--- src/hw/rtl/sgp_pkg.sv ---
`timescale 1ns / 1ps

package sgp_pkg;

    localparam int LIST_ENTRIES   = 512;
    localparam int MAX_ELEM_BYTES = 131072;
    localparam int ADDR_WIDTH     = 64;

    localparam int AW         = ADDR_WIDTH;
    localparam int IN_LEN_W   = 18;
    localparam int LEN_W      = $clog2(MAX_ELEM_BYTES + 1);
    localparam int LEN_CMP_W  = (LEN_W > IN_LEN_W) ? LEN_W : IN_LEN_W;
    localparam int PG_W       = 17;
    localparam int SZ_W       = (LEN_W > PG_W) ? LEN_W : PG_W;
    localparam int CNT_W      = $clog2(LIST_ENTRIES + 1);
    localparam int IDX_W      = 9;
    localparam int PS_W       = 5;
    localparam int PS_MIN     = 12;
    localparam int PS_MAX     = 16;
    localparam int PS_RESET   = 12;

    typedef enum logic [1:0] {
        KIND_PRP1    = 2'd0,
        KIND_LIST    = 2'd1,
        KIND_SUMMARY = 2'd2
    } kind_t;

    typedef enum logic [1:0] {
        MODE_NONE   = 2'd0,
        MODE_DIRECT = 2'd1,
        MODE_LIST   = 2'd2
    } mode_t;

    typedef struct packed {
        logic             st;
        logic [AW-1:0]    base;
        logic [AW-1:0]    prp1_addr;
        logic [AW-1:0]    addr;
        logic [LEN_W-1:0] len;
        logic [SZ_W-1:0]  chunk0;
        logic             fin0;
        logic [31:0]      rem_nx;
        logic             last_prp1;
        logic [PS_W-1:0]  ps;
    } job_t;

    typedef struct packed {
        kind_t            kind;
        logic [63:0]      entry_addr;
        logic [IDX_W-1:0] list_index;
        logic [31:0]      processed_bytes;
        mode_t            prp2_mode;
        logic             split;
        logic             element_consumed;
        logic             last;
    } result_t;

endpackage

--- src/hw/rtl/sgp_front.sv ---
`timescale 1ns / 1ps

module sgp_front
    import sgp_pkg::*;
(
    input  logic                clk,
    input  logic                rst_n,
    input  logic                cfg_we,
    input  logic [PS_W-1:0]     cfg_wdata,
    input  logic                start_command,
    input  logic [31:0]         remaining_bytes,
    input  logic [63:0]         list_base_addr,
    input  logic [63:0]         elem_addr,
    input  logic [IN_LEN_W-1:0] elem_len,
    output job_t                job
);

    logic [PS_W-1:0]  page_shift_reg;
    logic [PS_W-1:0]  ps;
    logic [AW-1:0]    pm;
    logic [PG_W-1:0]  pg;
    logic [PG_W-1:0]  span;
    logic [AW-1:0]    addr;
    logic [LEN_W-1:0] len_c;
    logic [SZ_W-1:0]  chunk0;
    logic [AW-1:0]    addr_after;
    logic [LEN_W-1:0] len_after;
    logic             fin0;

    always_ff @(posedge clk or negedge rst_n)
    begin
        if (!rst_n)
        begin
            page_shift_reg <= PS_W'(PS_RESET);
        end
        else if (cfg_we)
        begin
            page_shift_reg <= cfg_wdata;
        end
    end

    always_comb
    begin
        if (page_shift_reg inside {[PS_MIN:PS_MAX]})
        begin
            ps = page_shift_reg;
        end
        else if (page_shift_reg < PS_W'(PS_MIN))
        begin
            ps = PS_W'(PS_MIN);
        end
        else
        begin
            ps = PS_W'(PS_MAX);
        end
    end

    always_comb
    begin
        addr = AW'(elem_addr);
        pm   = (AW'(1) << ps) - AW'(1);
        pg   = PG_W'(1) << ps;
        span = pg - PG_W'(addr & pm);

        if (LEN_CMP_W'(elem_len) > LEN_CMP_W'(MAX_ELEM_BYTES))
        begin
            len_c = LEN_W'(MAX_ELEM_BYTES);
        end
        else
        begin
            len_c = LEN_W'(elem_len);
        end

        if (SZ_W'(len_c) < SZ_W'(span))
        begin
            chunk0 = SZ_W'(len_c);
        end
        else
        begin
            chunk0 = SZ_W'(span);
        end

        fin0       = 32'(chunk0) >= remaining_bytes;
        addr_after = addr + AW'(chunk0);
        len_after  = len_c - LEN_W'(chunk0);

        job.st        = start_command;
        job.base      = AW'(list_base_addr);
        job.prp1_addr = addr;
        job.addr      = start_command ? addr_after : addr;
        job.len       = start_command ? len_after : len_c;
        job.chunk0    = chunk0;
        job.fin0      = fin0;
        job.rem_nx    = remaining_bytes - 32'(chunk0);
        job.last_prp1 = !fin0 && (len_after == '0) && ((addr_after & pm) == '0);
        job.ps        = ps;
    end

endmodule

--- src/hw/rtl/sgp_job_q.sv ---
`timescale 1ns / 1ps

module sgp_job_q
    import sgp_pkg::*;
(
    input  logic clk,
    input  logic rst_n,
    input  logic push,
    input  job_t job_in,
    output logic full,
    output logic valid,
    input  logic pop,
    output job_t job_out
);

    job_t       mem_reg [2];
    logic       wp_reg;
    logic       rp_reg;
    logic [1:0] cnt_reg;
    logic       do_push;
    logic       do_pop;

    assign full    = (cnt_reg == 2'd2);
    assign valid   = (cnt_reg != 2'd0);
    assign job_out = mem_reg[rp_reg];
    assign do_push = push && !full;
    assign do_pop  = pop && valid;

    always_ff @(posedge clk)
    begin
        if (do_push)
        begin
            mem_reg[wp_reg] <= job_in;
        end
    end

    always_ff @(posedge clk or negedge rst_n)
    begin
        if (!rst_n)
        begin
            wp_reg  <= 1'b0;
            rp_reg  <= 1'b0;
            cnt_reg <= 2'd0;
        end
        else
        begin
            if (do_push)
            begin
                wp_reg <= !wp_reg;
            end
            if (do_pop)
            begin
                rp_reg <= !rp_reg;
            end
            case ({do_push, do_pop})
                2'b10:   cnt_reg <= cnt_reg + 2'd1;
                2'b01:   cnt_reg <= cnt_reg - 2'd1;
                default: cnt_reg <= cnt_reg;
            endcase
        end
    end

endmodule

--- src/hw/rtl/sgp_back.sv ---
`timescale 1ns / 1ps

module sgp_back
    import sgp_pkg::*;
(
    input  logic    clk,
    input  logic    rst_n,
    input  logic    job_valid,
    input  job_t    job,
    output logic    job_pop,
    output logic    empty,
    input  logic    pop,
    output result_t head
);

    typedef enum logic [2:0] {
        ST_IDLE = 3'b001,
        ST_WALK = 3'b010,
        ST_DONE = 3'b100
    } state_t;

    state_t           state_reg, state_next;
    logic             active_reg, active_next;
    logic [31:0]      remaining_reg, remaining_next;
    logic [31:0]      processed_reg, processed_next;
    logic [CNT_W-1:0] count_reg, count_next;
    logic [AW-1:0]    first_reg, first_next;
    logic [AW-1:0]    lptr_reg, lptr_next;
    logic [AW-1:0]    addr_reg, addr_next;
    logic [LEN_W-1:0] len_reg, len_next;
    logic [PS_W-1:0]  ps_reg, ps_next;
    logic             cons_reg, cons_next;
    logic             sum_split_reg, sum_split_next;
    logic             sum_cons_reg, sum_cons_next;
    logic             sum_inlist_reg, sum_inlist_next;

    result_t          rq_mem_reg [2];
    logic             rq_wp_reg;
    logic             rq_rp_reg;
    logic [1:0]       rq_cnt_reg;
    logic             rq_room;
    logic             rq_pop;

    logic             emit_valid;
    result_t          emit;

    logic [AW-1:0]    pm;
    logic [PG_W-1:0]  pg;
    logic [SZ_W-1:0]  chunk;
    logic [LEN_W-1:0] len_nx;
    logic [AW-1:0]    addr_nx;
    logic [32:0]      proc_sum;
    logic [31:0]      proc_sat;
    logic             chunk_ge;
    logic             entry_last;

    assign rq_room = (rq_cnt_reg != 2'd2);
    assign empty   = (rq_cnt_reg == 2'd0);
    assign head    = rq_mem_reg[rq_rp_reg];
    assign rq_pop  = pop && !empty;

    always_comb
    begin
        pm       = (AW'(1) << ps_reg) - AW'(1);
        pg       = PG_W'(1) << ps_reg;
        chunk    = (SZ_W'(len_reg) < SZ_W'(pg)) ? SZ_W'(len_reg) : SZ_W'(pg);
        len_nx   = len_reg - LEN_W'(chunk);
        addr_nx  = addr_reg + AW'(chunk);
        proc_sum = {1'b0, processed_reg} + 33'(chunk);
        proc_sat = proc_sum[32] ? '1 : proc_sum[31:0];
        chunk_ge = 32'(chunk) >= remaining_reg;
        entry_last = !chunk_ge && (len_nx == '0) && ((addr_nx & pm) == '0);
    end

    always_comb
    begin
        state_next      = state_reg;
        active_next     = active_reg;
        remaining_next  = remaining_reg;
        processed_next  = processed_reg;
        count_next      = count_reg;
        first_next      = first_reg;
        lptr_next       = lptr_reg;
        addr_next       = addr_reg;
        len_next        = len_reg;
        ps_next         = ps_reg;
        cons_next       = cons_reg;
        sum_split_next  = sum_split_reg;
        sum_cons_next   = sum_cons_reg;
        sum_inlist_next = sum_inlist_reg;
        job_pop         = 1'b0;
        emit_valid      = 1'b0;

        emit.kind             = KIND_LIST;
        emit.entry_addr       = 64'(addr_reg);
        emit.list_index       = IDX_W'(count_reg);
        emit.processed_bytes  = '0;
        emit.prp2_mode        = MODE_NONE;
        emit.split            = 1'b0;
        emit.element_consumed = 1'b1;
        emit.last             = entry_last;

        case (state_reg)
            ST_IDLE:
            begin
                if (job_valid && rq_room)
                begin
                    job_pop   = 1'b1;
                    addr_next = job.addr;
                    len_next  = job.len;
                    ps_next   = job.ps;
                    if (job.st)
                    begin
                        emit_valid      = 1'b1;
                        emit.kind       = KIND_PRP1;
                        emit.entry_addr = 64'(job.prp1_addr);
                        emit.list_index = '0;
                        emit.last       = job.last_prp1;
                        processed_next  = 32'(job.chunk0);
                        count_next      = '0;
                        first_next      = '0;
                        lptr_next       = job.base;
                        cons_next       = 1'b1;
                        if (job.fin0)
                        begin
                            remaining_next  = '0;
                            active_next     = 1'b0;
                            sum_split_next  = 1'b0;
                            sum_cons_next   = 1'b1;
                            sum_inlist_next = 1'b0;
                            state_next      = ST_DONE;
                        end
                        else
                        begin
                            remaining_next = job.rem_nx;
                            active_next    = 1'b1;
                            state_next     = ST_WALK;
                        end
                    end
                    else if (active_reg)
                    begin
                        cons_next  = 1'b0;
                        state_next = ST_WALK;
                    end
                end
            end

            ST_WALK:
            begin
                if (rq_room)
                begin
                    if ((addr_reg & pm) != '0)
                    begin
                        sum_split_next  = 1'b1;
                        sum_cons_next   = cons_reg;
                        sum_inlist_next = 1'b1;
                        state_next      = ST_DONE;
                    end
                    else if (len_reg == '0)
                    begin
                        state_next = ST_IDLE;
                    end
                    else if (count_reg >= CNT_W'(LIST_ENTRIES))
                    begin
                        sum_split_next  = 1'b1;
                        sum_cons_next   = cons_reg;
                        sum_inlist_next = 1'b1;
                        state_next      = ST_DONE;
                    end
                    else
                    begin
                        emit_valid = 1'b1;
                        if (count_reg == '0)
                        begin
                            first_next = addr_reg;
                        end
                        count_next     = count_reg + CNT_W'(1);
                        processed_next = proc_sat;
                        addr_next      = addr_nx;
                        len_next       = len_nx;
                        cons_next      = 1'b1;
                        if (chunk_ge)
                        begin
                            remaining_next  = '0;
                            sum_split_next  = 1'b0;
                            sum_cons_next   = 1'b1;
                            sum_inlist_next = 1'b1;
                            state_next      = ST_DONE;
                        end
                        else
                        begin
                            remaining_next = remaining_reg - 32'(chunk);
                        end
                    end
                end
            end

            ST_DONE:
            begin
                emit.kind             = KIND_SUMMARY;
                emit.list_index       = '0;
                emit.processed_bytes  = processed_reg;
                emit.split            = sum_split_reg;
                emit.element_consumed = sum_cons_reg;
                emit.last             = 1'b1;
                if (sum_inlist_reg && (count_reg == CNT_W'(1)))
                begin
                    emit.prp2_mode  = MODE_DIRECT;
                    emit.entry_addr = 64'(first_reg);
                end
                else if (sum_inlist_reg && (count_reg > CNT_W'(1)))
                begin
                    emit.prp2_mode  = MODE_LIST;
                    emit.entry_addr = 64'(lptr_reg);
                end
                else
                begin
                    emit.prp2_mode  = MODE_NONE;
                    emit.entry_addr = '0;
                end
                if (rq_room)
                begin
                    emit_valid  = 1'b1;
                    active_next = 1'b0;
                    state_next  = ST_IDLE;
                end
            end

            default:
            begin
                state_next = ST_IDLE;
            end
        endcase
    end

    always_ff @(posedge clk or negedge rst_n)
    begin
        if (!rst_n)
        begin
            state_reg      <= ST_IDLE;
            active_reg     <= 1'b0;
            remaining_reg  <= '0;
            processed_reg  <= '0;
            count_reg      <= '0;
            first_reg      <= '0;
            lptr_reg       <= '0;
            addr_reg       <= '0;
            len_reg        <= '0;
            ps_reg         <= PS_W'(PS_RESET);
            cons_reg       <= 1'b0;
            sum_split_reg  <= 1'b0;
            sum_cons_reg   <= 1'b0;
            sum_inlist_reg <= 1'b0;
        end
        else
        begin
            state_reg      <= state_next;
            active_reg     <= active_next;
            remaining_reg  <= remaining_next;
            processed_reg  <= processed_next;
            count_reg      <= count_next;
            first_reg      <= first_next;
            lptr_reg       <= lptr_next;
            addr_reg       <= addr_next;
            len_reg        <= len_next;
            ps_reg         <= ps_next;
            cons_reg       <= cons_next;
            sum_split_reg  <= sum_split_next;
            sum_cons_reg   <= sum_cons_next;
            sum_inlist_reg <= sum_inlist_next;
        end
    end

    // hold results until taken
    always_ff @(posedge clk)
    begin
        if (emit_valid)
        begin
            rq_mem_reg[rq_wp_reg] <= emit;
        end
    end

    always_ff @(posedge clk or negedge rst_n)
    begin
        if (!rst_n)
        begin
            rq_wp_reg  <= 1'b0;
            rq_rp_reg  <= 1'b0;
            rq_cnt_reg <= 2'd0;
        end
        else
        begin
            if (emit_valid)
            begin
                rq_wp_reg <= !rq_wp_reg;
            end
            if (rq_pop)
            begin
                rq_rp_reg <= !rq_rp_reg;
            end
            case ({emit_valid, rq_pop})
                2'b10:   rq_cnt_reg <= rq_cnt_reg + 2'd1;
                2'b01:   rq_cnt_reg <= rq_cnt_reg - 2'd1;
                default: rq_cnt_reg <= rq_cnt_reg;
            endcase
        end
    end

    a_no_overflow: assert property (@(posedge clk) disable iff (!rst_n)
        emit_valid |-> (rq_cnt_reg != 2'd2))
        else $error("result pushed into full queue");

    a_walk_active: assert property (@(posedge clk) disable iff (!rst_n)
        (state_reg == ST_WALK) |-> active_reg)
        else $error("walking a list with no open command");

    a_list_bound: assert property (@(posedge clk) disable iff (!rst_n)
        (emit_valid && (emit.kind == KIND_LIST)) |-> (count_reg < CNT_W'(LIST_ENTRIES)))
        else $error("list entry beyond list size");

    a_summary_closes: assert property (@(posedge clk) disable iff (!rst_n)
        (emit_valid && (emit.kind == KIND_SUMMARY)) |=> !active_reg)
        else $error("command still open after summary");

endmodule

--- src/hw/rtl/sg_to_prp_list_builder_unit.sv ---
`timescale 1ns / 1ps

// Channel   Direction  Handshake         Payload
// request   in         push / full       start_command remaining_bytes list_base_addr
//                                        elem_addr elem_len
// result    out        empty / pop       kind entry_addr list_index processed_bytes
//                                        prp2_mode split element_consumed last
// config    in         cfg_we            cfg_wdata (page_shift)
//
// A request is registered into the job queue. The back sequencer picks it up (emitting PRP1
// on a start), then emits one result per list entry and one per summary; a walk that runs
// out of data or ends split first passes a check step that emits nothing.
// Reset returns to idle with page_shift 12; no clearing pass.
// The job queue holds two requests; the result queue holds two results and stalls
// the sequencer when full.

module sg_to_prp_list_builder_unit
    import sgp_pkg::*;
(
    input  logic                clk,
    input  logic                rst_n,
    input  logic                push,
    output logic                full,
    input  logic                start_command,
    input  logic [31:0]         remaining_bytes,
    input  logic [63:0]         list_base_addr,
    input  logic [63:0]         elem_addr,
    input  logic [IN_LEN_W-1:0] elem_len,
    input  logic                cfg_we,
    input  logic [PS_W-1:0]     cfg_wdata,
    output logic                empty,
    input  logic                pop,
    output logic [1:0]          kind,
    output logic [63:0]         entry_addr,
    output logic [IDX_W-1:0]    list_index,
    output logic [31:0]         processed_bytes,
    output logic [1:0]          prp2_mode,
    output logic                split,
    output logic                element_consumed,
    output logic                last
);

    job_t    front_job;
    job_t    back_job;
    logic    job_valid;
    logic    job_pop;
    result_t head;

    sgp_front u_front (
        .clk             (clk),
        .rst_n           (rst_n),
        .cfg_we          (cfg_we),
        .cfg_wdata       (cfg_wdata),
        .start_command   (start_command),
        .remaining_bytes (remaining_bytes),
        .list_base_addr  (list_base_addr),
        .elem_addr       (elem_addr),
        .elem_len        (elem_len),
        .job             (front_job)
    );

    sgp_job_q u_job_q (
        .clk     (clk),
        .rst_n   (rst_n),
        .push    (push),
        .job_in  (front_job),
        .full    (full),
        .valid   (job_valid),
        .pop     (job_pop),
        .job_out (back_job)
    );

    sgp_back u_back (
        .clk       (clk),
        .rst_n     (rst_n),
        .job_valid (job_valid),
        .job       (back_job),
        .job_pop   (job_pop),
        .empty     (empty),
        .pop       (pop),
        .head      (head)
    );

    assign kind             = head.kind;
    assign entry_addr       = head.entry_addr;
    assign list_index       = head.list_index;
    assign processed_bytes  = head.processed_bytes;
    assign prp2_mode        = head.prp2_mode;
    assign split            = head.split;
    assign element_consumed = head.element_consumed;
    assign last             = head.last;

endmodule
--- config.mk ---
export PLATFORM = sky130hd
export DESIGN_NAME = sg_to_prp_list_builder_unit
export DESIGN_NICKNAME = d
export VERILOG_FILES = /design/src/hw/rtl/sgp_pkg.sv /design/src/hw/rtl/sgp_front.sv /design/src/hw/rtl/sgp_job_q.sv /design/src/hw/rtl/sgp_back.sv /design/src/hw/rtl/sg_to_prp_list_builder_unit.sv
export SDC_FILE = /design/constraint.sdc
export NUM_CORES = 2
export LEC_CHECK = 0
export BUFFER_PORTS_ARGS = -buffer_cell sky130_fd_sc_hd__buf_2
export CAP_MARGIN = 10
export CORE_ASPECT_RATIO = 2
export CORE_MARGIN = 8
export CORE_UTILIZATION = 62
export DETAILED_ROUTE_END_ITERATION = 7
export HOLD_SLACK_MARGIN = 0.03
export PLACE_DENSITY = 0.81
export SETUP_SLACK_MARGIN = 0.5
export SYNTH_ARGS = -nofsm -noshare
export SYNTH_HDL_FRONTEND = slang
export SYNTH_SLANG_ARGS = --single-unit
--- constraint.sdc ---
create_clock -name clk -period 18.2 [get_ports clk]
set_clock_uncertainty 0.2 [all_clocks]
set_input_delay 0 -clock clk [delete_from_list [all_inputs] [get_ports clk]]
set_output_delay 0 -clock clk [all_outputs]
set_load 0.03 [all_outputs]
==> reports/results.ini <==
[synthesis]
synth_edf_count = 760
yosysUniqueCellTypes = 94
synth_cells = 4670
synthFlopType = edfxtp_1
syn_area_um2 = 54200
synth_seq_cells = 1070
synth_area_per_cell_um2 = 11.6
yosysWarnings = 0
synth_seq_area_share_pct = 56.5
synthArstFlopShare_pct = 29.0

[worst_setup_path]
startpoint_type = flip-flop
crit_arrival_ns = 9.37
cpMaxStageDelayCell = mux2i_1
crit_fanout = 32
crit_type = flip-flop to flip-flop
end_kind = flip-flop
required_ns = 18.46
crit_path_max_incr_delay_ns = 0.61

[global_route]
antenna_found_initial = 18
grt_overflow_total = 0
grt_max_degree = 134
grt_pass1_wl_um = 278000
grt_busiest_layer = met2
track_usage_pct = 38.7
gr-usage-met1_pct = 38.1
grt_pass1_vias = 43800
met3_usage_pct = 8.55
grtUsageMet2_pct = 67.3

[routing]
finalWirelength_um = 190000
wl_per_cell_um = 29.2
via_count = 42300
drcViolationCount = 0
drtIter0Drc = 4416
ant_nets = 0
drtPass1Iterations = 6
vias_per_cell = 6.51

[timing]
clock.fmax_ghz = 0.110
worst_pin_slew_ns = 1.24
rsz0062_at_grt = no
hold_viol_final = 0
finalCritPeriodShare_pct = 50.1
relSlewSlack_pct = 17.5
setup-violations-final = 0
final.min_clock_period_ns = 9.11
maxSlewViolCount = 0
final.setup.tns_ns = 0

[outcome]
status = complete, no violations

[power]
powerDensity_nw_per_um2 = 181
p_leak_nw = 24.9
ir_drop_v = 0.000148
power.total_mw = 11.5

[cts]
cts_sinks = 1070
cts_setup_buffers = 0
cts-htree-levels = 3
clockBufferDepth = 3
cts-root-buf = clkbuf_16
cts_tree = yes
cts.clk_slew.worst_paths_ns = 0.07
clkLatencyLatePin_ns = 0.72
numCtsBuffers = 90

[worst_hold_path]
hp-class = input pin to flip-flop

[job]
cap_viol_max_count = 0

[die]
dieHeight_um = 434
design.portCount = 303
row_count = 153
coreArea_um2 = 86700
fp.dieW_um = 225
die_area_um2 = 97600
initial_core_util_pct = 62.4

[placed_design]
hpwl_um = 127000
place_congestion = 1.07
port_buffers = 302

[cells_and_area]
nets = 5621
largest_register_ffs = 536
drive_gt1_share_pct = 14.9
final_common_cell = edfxtp_1
fill_cells = 5679
fin_util_pct = 73.3
area_growth_pct = 17.3
layout_common_cells = edfxtp_1 (760), nand2_1 (464), dlygate4sd3_1 (367)

[through the flow]
step,worst slack [ns],area (um2),hold slack (ns),instances
global placement,9.38,56600,-0.151,5948
finish,9.09,63500,0.0496,6501
global route,8.67,63500,0.0499,6492
CTS,9.20,63500,0.0313,6484
detailed placement,9.28,56600,-0.136,5948
floorplan,5.36,54200,-0.496,4684
[critical path: cells and delay by family (launching register included)]
family / cells / cell delay, ns
flops: 1 / 0.48
compound gates: 10 / 2.26
mux: 1 / 0.61
fa+ha+maj: 3 / 0.84
xor+xnor: 3 / 0.61
simple gates: 10 / 2.47
buf+inv: 4 / 1.36
[metal layers]
metal	vias up	part of all wire [%]
li1	18600	-
met1	20600	31
met2	2351	51
met3	791	7.4
met4	10	10
met5	-	0.033
[area by class of cell]
cell class | count | area, um2 | area share, %
clock inverters | 57 | 671 | 1.06
multi-input cells | 3250 | 22200 | 35.0
repair buffers | 735 | 5740 | 9.03
flip-flops and latches | 1070 | 30600 | 48.1
inverters | 104 | 390 | 0.614
clock buffers | 111 | 2440 | 3.85
diodes | 12 | 30.0 | 0.0473
well taps | 1162 | 1450 | 2.29
[path summary, 6_finish.rpt]
| kind | slack (ns) | cells after the start | startpoint | endpoint |
|---|---|---|---|---|
| max in group asynchronous | 16.54 | 4 | rst_n | u_back.lptr_reg[51] |
| worst min-delay path | 0.05 | 3 | elem_addr[28] | u_job_q.mem_reg[0][103] |
| worst max register to register | 9.09 | 31 | u_front.page_shift_reg[4] | u_job_q.mem_reg[1][33] |
| worst max-delay path | 9.09 | 31 | u_front.page_shift_reg[4] | u_job_q.mem_reg[1][33] |
| worst min register to register | 0.28 | 2 | u_back.remaining_reg[24] | u_back.remaining_reg[24] |
| min in group asynchronous | 0.29 | 3 | rst_n | u_front.page_shift_reg[2] |
[cell usage after synthesis (13+ instances only)]
cell      number  area, um2
or3_1         16        100
o22ai_1       50        313
buf_1         24       90.1
mux2_2       211       2380
nand2b_1      32        200
o21ai_1       44        220
and2_1        48        300
o221ai_1      20        175
dfrtp_1      305       7630
or2_2         13       81.3
a21oi_1      269       1350
a31oi_1       26        163
edfxtp_1     760      22800
clkbuf_1     181        679
a21o_1        58        435
mux2i_1      246       2460
nand4_1       45        282
xnor2_1      126       1100
and3_1        46        288
nand3_1      155        776
o211ai_1      13       97.6
and4_1        13        114
nor3_1        52        260
buf_2         40        200
nor2b_1       37        231
xor2_1        91        797
nor4_1        31        194
o21ai_0      331       1660
nand2_1      465       1750
a221o_1       68        681
o31ai_1       24        180
o21a_1        41        308
nor2_1       273       1020
inv_1        102        383
or4_1         13       97.6
a211oi_1      38        285
ha_1         174       2180
[repair_timing]
item,CTS,global route
hold buffers,368,0
endpoints found under the hold margin,751,0
resized for setup,0,0
[cells by family after synthesis]
family	after synthesis	share of synthesized area, %
adders and majority gates	181	4.28
buffers and inverters	364	2.76
xor gates and xnor gates	217	3.51
other	2	0.0139
muxes	457	8.93
and+or+nand+nor	1269	11.0
DFF	1070	56.5
AOI/OAI and AO/OA	1110	13.0
[power by group]
part	internal, mW	total, mW	switching, mW
logic	1.86	5.41	3.55
clock network	1.13	2.06	0.933
registers	3.47	4.03	0.568
total	6.45	11.5	5.05
No activity file was read; power rests on OpenSTA's default activity.
